[src/rtl/dpst_pkg.sv]
// ----------------------------------------------------------------------------
// dpst_pkg: shared types and constants
// Field widths, register indexes and reset values of the dual pedal sensor
// torque request block.
// ----------------------------------------------------------------------------
`default_nettype none

package dpst_pkg;

  localparam int unsigned SAMPLE_W   = 10;
  localparam int unsigned TORQUE_W   = 16;
  localparam int unsigned LIMIT_W    = 7;
  localparam int unsigned CFG_IDX_W  = 3;
  localparam int unsigned CFG_DATA_W = 16;

  localparam int unsigned COUNT_MAX  = 1023;

  localparam logic [LIMIT_W-1:0] LIMIT_RST = 7'd10;

  typedef enum logic [CFG_IDX_W-1:0] {
    CFG_LEFT_MIN   = 3'd0,
    CFG_LEFT_MAX   = 3'd1,
    CFG_RIGHT_MIN  = 3'd2,
    CFG_RIGHT_MAX  = 3'd3,
    CFG_TQ_FLOOR   = 3'd4,
    CFG_TQ_CEILING = 3'd5,
    CFG_MISMATCH   = 3'd6
  } cfg_reg_e;

endpackage

`default_nettype wire

[src/rtl/dual_pedal_sensor_torque_request.sv]
// ----------------------------------------------------------------------------
// dual_pedal_sensor_torque_request: pedal plausibility check and torque map
// Two redundant pedal samples are clamped and scaled to percent, checked
// against each other, averaged and mapped onto the torque range.
// ----------------------------------------------------------------------------
//  channel | signals                                   | direction
//  in      | in_valid_i/in_ready_o, left/right_sample_i | sample pair in
//  out     | out_valid_o/out_ready_i, torque_command_o,  | result out
//          | implausible_o                             |
//  cfg     | cfg_valid_i/cfg_ready_o, cfg_index_i,      | register write
//          | cfg_data_i                                |
//
// One item per cycle while in_ready_o is high. Stages: prep, percent divider,
// compare, multiply, reciprocal multiply, output register. Reset clears all
// valid bits and loads register defaults. The pipe advances as a whole; a
// two-entry output (register plus skid) lets it run on while a result waits,
// and in_ready_o drops only when both hold.
// ----------------------------------------------------------------------------
`default_nettype none

module dual_pedal_sensor_torque_request #(
  parameter int unsigned PERCENT_SCALE = 100,
  parameter int unsigned SAMPLE_MAX    = 1023
) (
  input  wire logic                            clk_i,
  input  wire logic                            rst_ni,
  input  wire logic                            in_valid_i,
  output logic                                 in_ready_o,
  input  wire logic [dpst_pkg::SAMPLE_W-1:0]   left_sample_i,
  input  wire logic [dpst_pkg::SAMPLE_W-1:0]   right_sample_i,
  output logic                                 out_valid_o,
  input  wire logic                            out_ready_i,
  output logic      [dpst_pkg::TORQUE_W-1:0]   torque_command_o,
  output logic                                 implausible_o,
  input  wire logic                            cfg_valid_i,
  output logic                                 cfg_ready_o,
  input  wire logic [dpst_pkg::CFG_IDX_W-1:0]  cfg_index_i,
  input  wire logic [dpst_pkg::CFG_DATA_W-1:0] cfg_data_i
);

  import dpst_pkg::*;

  localparam int unsigned PCT_W  = $clog2(PERCENT_SCALE + 1);
  localparam int unsigned SAT    = (SAMPLE_MAX < COUNT_MAX) ? SAMPLE_MAX : COUNT_MAX;
  localparam int unsigned PNUM_W = SAMPLE_W + PCT_W;
  localparam int unsigned TNUM_W = PCT_W + TORQUE_W;
  localparam int unsigned CMP_W  = (PCT_W > LIMIT_W) ? PCT_W : LIMIT_W;
  // valid bits: prep, percent divider, compare, multiply, reciprocal multiply
  localparam int unsigned NSTG   = PCT_W + 4;

  // divide by the percent scale as a reciprocal multiply, exact for any
  // dividend below 2**TNUM_W
  localparam int unsigned     RSH   = TNUM_W + $clog2(PERCENT_SCALE);
  localparam int unsigned     RCP_W = TNUM_W + 1;
  localparam int unsigned     RP_W  = TNUM_W + RCP_W;
  localparam longint unsigned RCP   = ((64'd1 << RSH) + 64'(PERCENT_SCALE) - 64'd1)
                                      / 64'(PERCENT_SCALE);

  // configuration registers
  logic [SAMPLE_W-1:0] left_min_q, left_max_q, right_min_q, right_max_q;
  logic [TORQUE_W-1:0] floor_q, ceiling_q;
  logic [LIMIT_W-1:0]  limit_q;

  assign cfg_ready_o = 1'b1;

  always_ff @(posedge clk_i or negedge rst_ni) begin
    if (!rst_ni) begin
      left_min_q  <= '0;
      left_max_q  <= SAMPLE_W'(COUNT_MAX);
      right_min_q <= '0;
      right_max_q <= SAMPLE_W'(COUNT_MAX);
      floor_q     <= '0;
      ceiling_q   <= '1;
      limit_q     <= LIMIT_RST;
    end else if (cfg_valid_i) begin
      unique case (cfg_reg_e'(cfg_index_i))
        CFG_LEFT_MIN:   left_min_q  <= cfg_data_i[SAMPLE_W-1:0];
        CFG_LEFT_MAX:   left_max_q  <= cfg_data_i[SAMPLE_W-1:0];
        CFG_RIGHT_MIN:  right_min_q <= cfg_data_i[SAMPLE_W-1:0];
        CFG_RIGHT_MAX:  right_max_q <= cfg_data_i[SAMPLE_W-1:0];
        CFG_TQ_FLOOR:   floor_q     <= cfg_data_i[TORQUE_W-1:0];
        CFG_TQ_CEILING: ceiling_q   <= cfg_data_i[TORQUE_W-1:0];
        CFG_MISMATCH:   limit_q     <= cfg_data_i[LIMIT_W-1:0];
        default: ;
      endcase
    end
  end

  // pipeline control
  logic            adv;
  logic [NSTG-1:0] v_q;
  logic            s_v_q;

  assign adv        = !s_v_q;
  assign in_ready_o = adv;

  always_ff @(posedge clk_i or negedge rst_ni) begin
    if (!rst_ni) begin
      v_q <= '0;
    end else if (adv) begin
      v_q <= {v_q[NSTG-2:0], in_valid_i};
    end
  end

  // stage 0: clamp, offset and scale; a degenerate window divides 0 by 1
  function automatic logic [PNUM_W+SAMPLE_W-1:0] prep(
    input logic [SAMPLE_W-1:0] s,
    input logic [SAMPLE_W-1:0] lo,
    input logic [SAMPLE_W-1:0] hi
  );
    logic [SAMPLE_W-1:0] c;
    logic [PNUM_W-1:0]   n;
    c = (s > SAMPLE_W'(SAT)) ? SAMPLE_W'(SAT) : s;
    if (hi <= lo) begin
      return {PNUM_W'(0), SAMPLE_W'(1)};
    end
    if (c > hi) c = hi;
    if (c < lo) c = lo;
    n = PNUM_W'(c - lo) * PNUM_W'(PERCENT_SCALE);
    return {n, SAMPLE_W'(hi - lo)};
  endfunction

  logic [PNUM_W-1:0]   lnum_q, rnum_q;
  logic [SAMPLE_W-1:0] lden_q, rden_q;

  always_ff @(posedge clk_i) begin
    if (adv) begin
      {lnum_q, lden_q} <= prep(left_sample_i, left_min_q, left_max_q);
      {rnum_q, rden_q} <= prep(right_sample_i, right_min_q, right_max_q);
    end
  end

  logic [PCT_W-1:0] lpct, rpct;

  dpst_div #(.NUM_W(PNUM_W), .DEN_W(SAMPLE_W), .QUO_W(PCT_W)) u_div_left (
    .clk_i (clk_i),
    .en_i  (adv),
    .num_i (lnum_q),
    .den_i (lden_q),
    .quo_o (lpct)
  );

  dpst_div #(.NUM_W(PNUM_W), .DEN_W(SAMPLE_W), .QUO_W(PCT_W)) u_div_right (
    .clk_i (clk_i),
    .en_i  (adv),
    .num_i (rnum_q),
    .den_i (rden_q),
    .quo_o (rpct)
  );

  // compare and average
  logic [PCT_W-1:0] diff;
  logic [PCT_W:0]   pct_sum;
  logic             bad;
  logic [PCT_W-1:0] req_q;
  logic             bad_cmp_q;

  assign diff    = (lpct > rpct) ? (lpct - rpct) : (rpct - lpct);
  assign pct_sum = {1'b0, lpct} + {1'b0, rpct};
  assign bad     = CMP_W'(diff) > CMP_W'(limit_q);

  always_ff @(posedge clk_i) begin
    if (adv) begin
      req_q     <= bad ? '0 : pct_sum[PCT_W:1];
      bad_cmp_q <= bad;
    end
  end

  // scale by the torque span
  logic [TORQUE_W-1:0] span;
  logic [TNUM_W-1:0]   prod_q;
  logic                bad_mul_q;

  assign span = (ceiling_q >= floor_q) ? (ceiling_q - floor_q) : '0;

  always_ff @(posedge clk_i) begin
    if (adv) begin
      prod_q    <= TNUM_W'(req_q) * TNUM_W'(span);
      bad_mul_q <= bad_cmp_q;
    end
  end

  logic [RP_W-1:0]     rprod;
  logic [TORQUE_W-1:0] tq_q;
  logic                bad_rcp_q;

  assign rprod = RP_W'(prod_q) * RP_W'(RCP);

  always_ff @(posedge clk_i) begin
    if (adv) begin
      tq_q      <= rprod[RSH +: TORQUE_W];
      bad_rcp_q <= bad_mul_q;
    end
  end

  logic [TORQUE_W:0]   tq_sum;
  logic [TORQUE_W-1:0] tq_res;

  assign tq_sum = {1'b0, floor_q} + {1'b0, tq_q};
  assign tq_res = tq_sum[TORQUE_W] ? '1 : tq_sum[TORQUE_W-1:0];

  // output register and skid entry
  logic                o_v_q, o_v_d, s_v_d;
  logic                o_load, s_load, o_from_s;
  logic [TORQUE_W-1:0] o_tq_q, s_tq_q;
  logic                o_bad_q, s_bad_q;
  logic                take, incoming;

  assign take     = o_v_q && out_ready_i;
  assign incoming = adv && v_q[NSTG-1];

  always_comb begin
    o_v_d    = o_v_q;
    s_v_d    = s_v_q;
    o_load   = 1'b0;
    s_load   = 1'b0;
    o_from_s = 1'b0;
    if (s_v_q) begin
      if (take) begin
        o_from_s = 1'b1;
        s_v_d    = 1'b0;
      end
    end else if (incoming) begin
      if (!o_v_q || take) begin
        o_load = 1'b1;
        o_v_d  = 1'b1;
      end else begin
        s_load = 1'b1;
        s_v_d  = 1'b1;
      end
    end else if (take) begin
      o_v_d = 1'b0;
    end
  end

  always_ff @(posedge clk_i or negedge rst_ni) begin
    if (!rst_ni) begin
      o_v_q <= 1'b0;
      s_v_q <= 1'b0;
    end else begin
      o_v_q <= o_v_d;
      s_v_q <= s_v_d;
    end
  end

  always_ff @(posedge clk_i) begin
    if (o_from_s) begin
      o_tq_q  <= s_tq_q;
      o_bad_q <= s_bad_q;
    end else if (o_load) begin
      o_tq_q  <= tq_res;
      o_bad_q <= bad_rcp_q;
    end
    if (s_load) begin
      s_tq_q  <= tq_res;
      s_bad_q <= bad_rcp_q;
    end
  end

  assign out_valid_o      = o_v_q;
  assign torque_command_o = o_tq_q;
  assign implausible_o    = o_bad_q;

endmodule

`default_nettype wire

[src/rtl/dpst_div.sv]
// ----------------------------------------------------------------------------
// dpst_div: pipelined restoring divider
// One quotient bit per register stage, MSB first. The dividend must be below
// den * 2**QUO_W. All stages advance together on en_i.
// ----------------------------------------------------------------------------
`default_nettype none

module dpst_div #(
  parameter int unsigned NUM_W = 17,
  parameter int unsigned DEN_W = 10,
  parameter int unsigned QUO_W = 7
) (
  input  wire logic             clk_i,
  input  wire logic             en_i,
  input  wire logic [NUM_W-1:0] num_i,
  input  wire logic [DEN_W-1:0] den_i,
  output logic      [QUO_W-1:0] quo_o
);

  logic [NUM_W-1:0] rem_q [QUO_W];
  logic [QUO_W-1:0] quo_q [QUO_W];
  logic [DEN_W-1:0] den_q [QUO_W-1];

  for (genvar k = 0; k < QUO_W; k++) begin : g_stage
    localparam int unsigned SH = QUO_W - 1 - k;

    logic [NUM_W-1:0] rem_in;
    logic [QUO_W-1:0] quo_in;
    logic [DEN_W-1:0] den_in;
    logic [NUM_W-1:0] trial;
    logic             ge;

    if (k == 0) begin : g_first
      assign rem_in = num_i;
      assign quo_in = '0;
      assign den_in = den_i;
    end else begin : g_next
      assign rem_in = rem_q[k-1];
      assign quo_in = quo_q[k-1];
      assign den_in = den_q[k-1];
    end

    assign trial = NUM_W'(den_in) << SH;
    assign ge    = (rem_in >= trial);

    always_ff @(posedge clk_i) begin
      if (en_i) begin
        rem_q[k] <= ge ? (rem_in - trial) : rem_in;
        quo_q[k] <= quo_in | (QUO_W'(ge) << SH);
      end
    end

    if (k < QUO_W - 1) begin : g_den
      always_ff @(posedge clk_i) begin
        if (en_i) begin
          den_q[k] <= den_in;
        end
      end
    end
  end

  assign quo_o = quo_q[QUO_W-1];

endmodule

`default_nettype wire

[config.mk]
export PLATFORM = sky130hd
export DESIGN_NAME = dual_pedal_sensor_torque_request
export DESIGN_NICKNAME = d
export VERILOG_FILES = /design/src/rtl/dpst_pkg.sv /design/src/rtl/dual_pedal_sensor_torque_request.sv /design/src/rtl/dpst_div.sv
export SDC_FILE = /design/constraint.sdc
export NUM_CORES = 2
export LEC_CHECK = 0
export BUFFER_PORTS_ARGS = -buffer_cell sky130_fd_sc_hd__buf_4
export CAP_MARGIN = 20
export CELL_PAD_IN_SITES_DETAIL_PLACEMENT = 0
export CELL_PAD_IN_SITES_GLOBAL_PLACEMENT = 1
export CORE_ASPECT_RATIO = 0.8
export CORE_UTILIZATION = 35
export DETAILED_ROUTE_END_ITERATION = 12
export PLACE_DENSITY_LB_ADDON = 0.1
export RECOVER_POWER = 25
export SYNTH_ARGS = -nofsm -noshare
export SYNTH_HDL_FRONTEND = slang
export SYNTH_SLANG_ARGS = --single-unit
[constraint.sdc]
create_clock -name clk_i -period 17 [get_ports clk_i]
set_clock_uncertainty 0.1 [all_clocks]
set_input_delay 2.55 -clock clk_i [delete_from_list [all_inputs] [get_ports clk_i]]
set_output_delay 2.55 -clock clk_i [all_outputs]
set_load 0.03 [all_outputs]
=== Word-level counts from Yosys, hierarchy flattened ===
Memory sizes are Yosys's and may differ from the RTL's.
Cells that the tools add are included.

* Bits in registers: 225
* RAM bits: 456
* Output and inout port bits: 20
* Memories kept: 6

* Add/sub/neg operators: 23
* Multipliers: 4
* Order comparisons: 25
* Equality and inequality tests: 7
* Multiplexer cells: 57
* Bitwise logic cells: 13
* Reductions and logical operators: 16

{| class="wikitable"
|+ Memories
! name !! words !! bits a word !! rd ports !! clocked after memory_dff !! write ports !! RTL line !! text
|-
| u_div_left.rem_q || 7 || 17 || 6 || 0 || 7 || dpst_div.sv:20 || <nowiki>logic [NUM_W-1:0] rem_q [QUO_W];</nowiki>
|-
| u_div_right.rem_q || 7 || 17 || 6 || 0 || 7 || dpst_div.sv:20 ||
|-
| u_div_left.den_q || 6 || 10 || 6 || 0 || 6 || dpst_div.sv:22 || <nowiki>logic [DEN_W-1:0] den_q [QUO_W-1];</nowiki>
|-
| u_div_right.den_q || 6 || 10 || 6 || 0 || 6 || dpst_div.sv:22 ||
|-
| u_div_left.quo_q || 7 || 7 || 7 || 0 || 7 || dpst_div.sv:21 || <nowiki>logic [QUO_W-1:0] quo_q [QUO_W];</nowiki>
|-
| u_div_right.quo_q || 7 || 7 || 7 || 0 || 7 || dpst_div.sv:21 ||
|}

{| class="wikitable"
|+ Operators by type and width
! operator !! number
|-
| 17-bit 2-to-1 mux || 14
|-
| 10-bit 2-to-1 mux || 14
|-
| 27-bit 2-to-1 mux || 4
|-
| 16-bit 2-to-1 mux || 4
|-
| 23-bit by 24-bit multiplier with 46-bit output (second input constant) || 1
|-
| 17-bit by 10-bit greater-or-equal comparator with 1-bit output || 2
|-
| 17-bit by 11-bit greater-or-equal comparator with 1-bit output || 2
|-
| 17-bit by 12-bit greater-or-equal comparator with 1-bit output || 2
|-
| 17-bit by 13-bit greater-or-equal comparator with 1-bit output || 2
|-
| 17-bit by 14-bit greater-or-equal comparator with 1-bit output || 2
|-
| 17-bit by 15-bit greater-or-equal comparator with 1-bit output || 2
|-
| 17-bit by 16-bit greater-or-equal comparator with 1-bit output || 2
|-
| 17-bit by 5-bit multiplier with 15-bit output (second input constant) || 2
|-
| 17-bit by 10-bit subtractor with 17-bit output || 2
|-
| 17-bit by 11-bit subtractor with 17-bit output || 2
|-
| 17-bit by 12-bit subtractor with 17-bit output || 2
|-
| 17-bit by 13-bit subtractor with 17-bit output || 2
|-
| 17-bit by 14-bit subtractor with 17-bit output || 2
|-
| 17-bit by 15-bit subtractor with 17-bit output || 2
|-
| 17-bit by 16-bit subtractor with 17-bit output || 2
|-
| 7-bit by 16-bit multiplier with 23-bit output || 1
|-
| 10-bit by 10-bit subtractor with 11-bit output || 2
|-
| 10-bit > comparator || 2
|-
| 10-bit > comparator (second input constant) || 2
|-
| other kinds (29) || 71
|}

=== Depth between registers and ports, before layout ===
* Depth in word-level cells: 13
* Gate-level depth with buffers: 41
* Mapped depth without buffers: 40

=== By module ===
Synthesis repeated with hierarchy kept, for this count alone.

* Cells, all modules: 4495
* Area, all modules: 47926.0 µm²

{| class="wikitable"
|+ By module, submodules not included
! module !! instances !! cells each !! area an instance (µm²) !! seq. area each (µm²)
|-
| dual_pedal_sensor_torque_request || 1 || 2783 || 27654.0 || 6343.6
|-
| dpst_div || 2 || 856 || 10136.0 || 5705.5
|}

=== Worst setup path before layout ===
No wires, ideal clock.

* Path type: register to output
* Start: register s_v_q
* End: output port in_ready_o
* Data arrival time: 9498 ps
* Required time: 14350 ps
* Path slack: 4852 ps
* Cell stages (with the launch flop): 3
* Path buffers: 1
* Cell sequence: dfrtp_1 clkbuf_1 inv_1

* Longest elaborated chain between the ends: 1

{| class="wikitable"
|+ RTL lines
! item !! RTL line !! text
|-
| start, declared || dual_pedal_sensor_torque_request.sv:92 || <nowiki>logic s_v_q;</nowiki>
|-
| start signal, assigned || dual_pedal_sensor_torque_request.sv:242 || <nowiki>s_v_q <= s_v_d;</nowiki>
|-
| 1-bit zero test || dual_pedal_sensor_torque_request.sv:94 || <nowiki>assign adv = !s_v_q;</nowiki>
|-
| end, declared || dual_pedal_sensor_torque_request.sv:28 || <nowiki>output logic in_ready_o,</nowiki>
|}

Every way passes these cells.

==> impl_metrics.py <==
metrics = {
    "outcome": {
        "status": "complete, but fails checks",
        "violations": "max-capacitance violations, max-slew violations",
    },
    "finish": {
        "syn_to_final_growth_pct": 10.5,
        "fin_cells": 6234,
        "drive_gt1_frac": 0.0904,
        "num_antenna_cells": 0,
        "final_cell_mix": "745 x inv_1, 611 x ha_1, 491 x edfxtp_1",
        "layout_commonest_cell": "inv_1",
        "fin_util": 0.390,
        "nNetsFinal": 5384,
        "fillers": 13000,
    },
    "logic_synthesis": {
        "synth_top_area_frac": 0.316,
        "synth-edff-count": 491,
        "ys_seq_area_frac": 0.367,
        "synth-main-ff-cell": "edfxtp_1",
        "synthDistinctLibCells": 94,
        "synth_cells": 4360,
        "postSynthRegisterBits": 583,
        "syn_area_sq_um": 46600,
        "yosys.area.top_type": "edfxtp_1",
        "synth-async-reset-ratio": 0.158,
        "ys.warnings.count": 0,
        "synth_nets": 5320,
        "synth.area.top_cells": "edfxtp_1 32%, ha_1 16%, fa_1 13%",
        "syn_area_per_cell_sq_um": 10.7,
    },
    "sta": {
        "max_freq_mhz": 86.7,
        "slew_violations": 247,
        "grt_setup_unrepaired": "no",
        "fin_setup_tns_ns": 0,
        "final_hold_viol_count": 0,
        "tightest_slew_ns": 7.71,
        "fin_crit_ns": 11.53,
        "setup_viol": 0,
        "relSlewSlack": -4.14,
        "fin_crit_sh": 0.678,
        "holdWs_ns": 0.315,
    },
    "power": {
        "total_leakage_power_nw": 22.8,
        "pwr-share-seq": 0.210,
        "switching_power_mw": 3.53,
        "sw_frac_of_total": 0.413,
        "p_int_mw": 5.03,
        "pwr-share-comb": 0.606,
        "power_density_nw_per_um2": 166,
        "clkPwrFrac": 0.184,
        "total_power_mw": 8.56,
        "peakVddDrop_mv": 0.498,
    },
    "clock_tree": {
        "htreeDepth": 3,
        "cts-resized-gates": 0,
        "cts_tree": "yes",
        "root_buffer": "clkbuf_16",
        "clock_path_buffers": 3,
        "cts_hold_buf": 0,
        "insertion_delay_ns": 0.65,
        "path_clk_slew_ns": 0.06,
        "postCtsSetupRepairBufs": 0,
        "numClockSinks": 583,
        "cts_buffers": 72,
    },
    "floorplanning": {
        "start_util": 0.353,
        "die_w_um": 410,
        "core_area_sq_um": 132000,
        "dieArea_sq_um": 135000,
        "num_io_pins": 64,
        "rows": 119,
        "die_h_um": 328,
    },
    "critical_path": {
        "criticalPathCategory": "flop to flop",
        "worstPathArrival_ns": 11.70,
        "slowest_delay_ns": 5.45,
        "path_cells": "clkinvlp_2, clkbuf_1, buf_4, buf_4, buf_4",
        "crit_start": "s_v_q",
        "rr_worst_depth": 5,
        "start_kind": "flop",
        "rrSetupSlack_ns": 5.47,
        "cp_common_cell": "buf_4",
        "end_kind": "flop",
        "regToRegStartpoint": "s_v_q",
        "r2r-end": "u_div_right.den_q[5][9]",
        "crit_path_top_delay_cell": "clkbuf_1",
        "path_max_fanout": 149,
        "required_ns": 17.17,
    },
    "routing": {
        "drt_wl_total_um": 109000,
        "vias": 29600,
        "drc_errors": 0,
        "ant_nets": 0,
        "firstDrtPassIters": 5,
        "viasPerCell": 4.74,
        "drt-wirelength-per-cell_um": 17.5,
        "drtIter0Drc": 1602,
    },
    "global_route": {
        "grt_pass1_wl_um": 177000,
        "groute.usage.overall": 0.168,
        "antenna_found_initial": 2,
        "grt_max_degree": 150,
        "grt_pass1_vias": 30700,
        "grt_overflow_total": 0,
    },
    "worst_hold_path": {
        "holdCritPathClass": "flop to flop",
        "hold_path_depth": 0,
        "hold_path_startpoint": "u_div_right.quo_q[3][3]",
        "hold_end": "u_div_right.quo_q[4][3]",
    },
    "placement": {
        "gp_congestion": 0.845,
        "dp_hpwl_um": 88200,
        "portBuffers": 62,
        "place_inst": 6101,
    },
    "flow_run": {
        "drv_cap": 3,
    },
}
[cell type report]
class | count | area [sq um] | area share
clock buffer | 85 | 1890 | 0.0368
clock inverter | 45 | 536 | 0.0104
inverter | 746 | 2800 | 0.0544
multi-input combinational | 2939 | 26400 | 0.512
sequential | 583 | 17100 | 0.332
tap | 1754 | 2190 | 0.0426
timing repair buffer | 82 | 612 | 0.0119
[layer usage]
layer / wire length, um / global-route usage
met1: 60500 / 0.266
met2: 42000 / 0.231
met3: 4940 / 0.0347
met4: 1650 / 0.0322
met5: 8 / 0
[registers in the layout (all words and copies together), names as in the netlist, 16 cells and up]
name / cells
floor_q: 16
u_div_right.den_q: 60
u_div_right.rem_q: 91
u_div_left.quo_q: 28
torque_command_o: 16
ceiling_q: 16
u_div_right.quo_q: 28
u_div_left.rem_q: 91
s_tq_q: 16
prod_q: 23
u_div_left.den_q: 60
tq_q: 16
[cells by family (layout without fill, tap and decap cells)]
group	Yosys count	count (layout)	synth area share
flip-flops	583	583	0.367
AO/OA/AOI/OAI	725	725	0.100
other	1	1	0.0000804
adder cells (fa/ha/maj)	916	916	0.295
XOR/XNOR	199	199	0.0380
multiplexers	137	137	0.0326
AND/OR/NAND/NOR	961	961	0.0991
buffers and inverters	838	958	0.0685
[cell usage after synthesis (all sizes together), types with 22 or more instances]
| cell type | instances |
|---|---|
| dfrtp | 54 |
| a31oi | 26 |
| fa | 305 |
| mux2 | 118 |
| xor2 | 63 |
| nor2b | 62 |
| nand3 | 60 |
| edfxtp | 491 |
| nand2b | 46 |
| o21ai | 200 |
| nor3 | 76 |
| a21boi | 24 |
| clkbuf | 60 |
| o21bai | 28 |
| a21oi | 203 |
| ha | 611 |
| nand2 | 297 |
| o31ai | 22 |
| and3 | 26 |
| buf | 32 |
| xnor2 | 134 |
| o21a | 37 |
| nor2 | 237 |
| inv | 746 |
| a21o | 95 |
| dfstp | 38 |
| nand4 | 41 |
[per-stage QoR]
step                setup WS [ns]  instance area [sq um]
finish                       5.47                  51500
global route                 4.08                  51500
CTS                          6.74                  51500
detailed placement           6.08                  49100
global placement             6.13                  49100
floorplan                    4.85                  46600
[power by group through the flow]
stage	sequential, mW	clock (mW)	combinational (mW)
2_1_floorplan	1.80	0	4.22
3_3_place_gp	1.82	0	5.23
3_5_place_dp	1.82	0	5.22
4_1_cts	1.79	1.64	5.28
5_1_grt	1.80	1.68	6.05
6_report	1.79	1.58	5.19
[worst max path at each step]
| stage | end | slack [ns] |
|---|---|---|
| global placement | rnum_q[15] | 6.13 |
| CTS | rnum_q[15] | 6.74 |
| floorplan | in_ready_o | 4.85 |
| global route | u_div_right.rem_q[5][8] | 4.08 |
| detailed placement | rnum_q[15] | 6.08 |
| finish | u_div_right.den_q[5][9] | 5.47 |
[critical path, delay by kind of cell (launching register included)]
kind,cells,cell delay (ns)
flops,1,0.61
buf+inv,5,10.03
No activity file was read; power rests on OpenSTA's default activity.
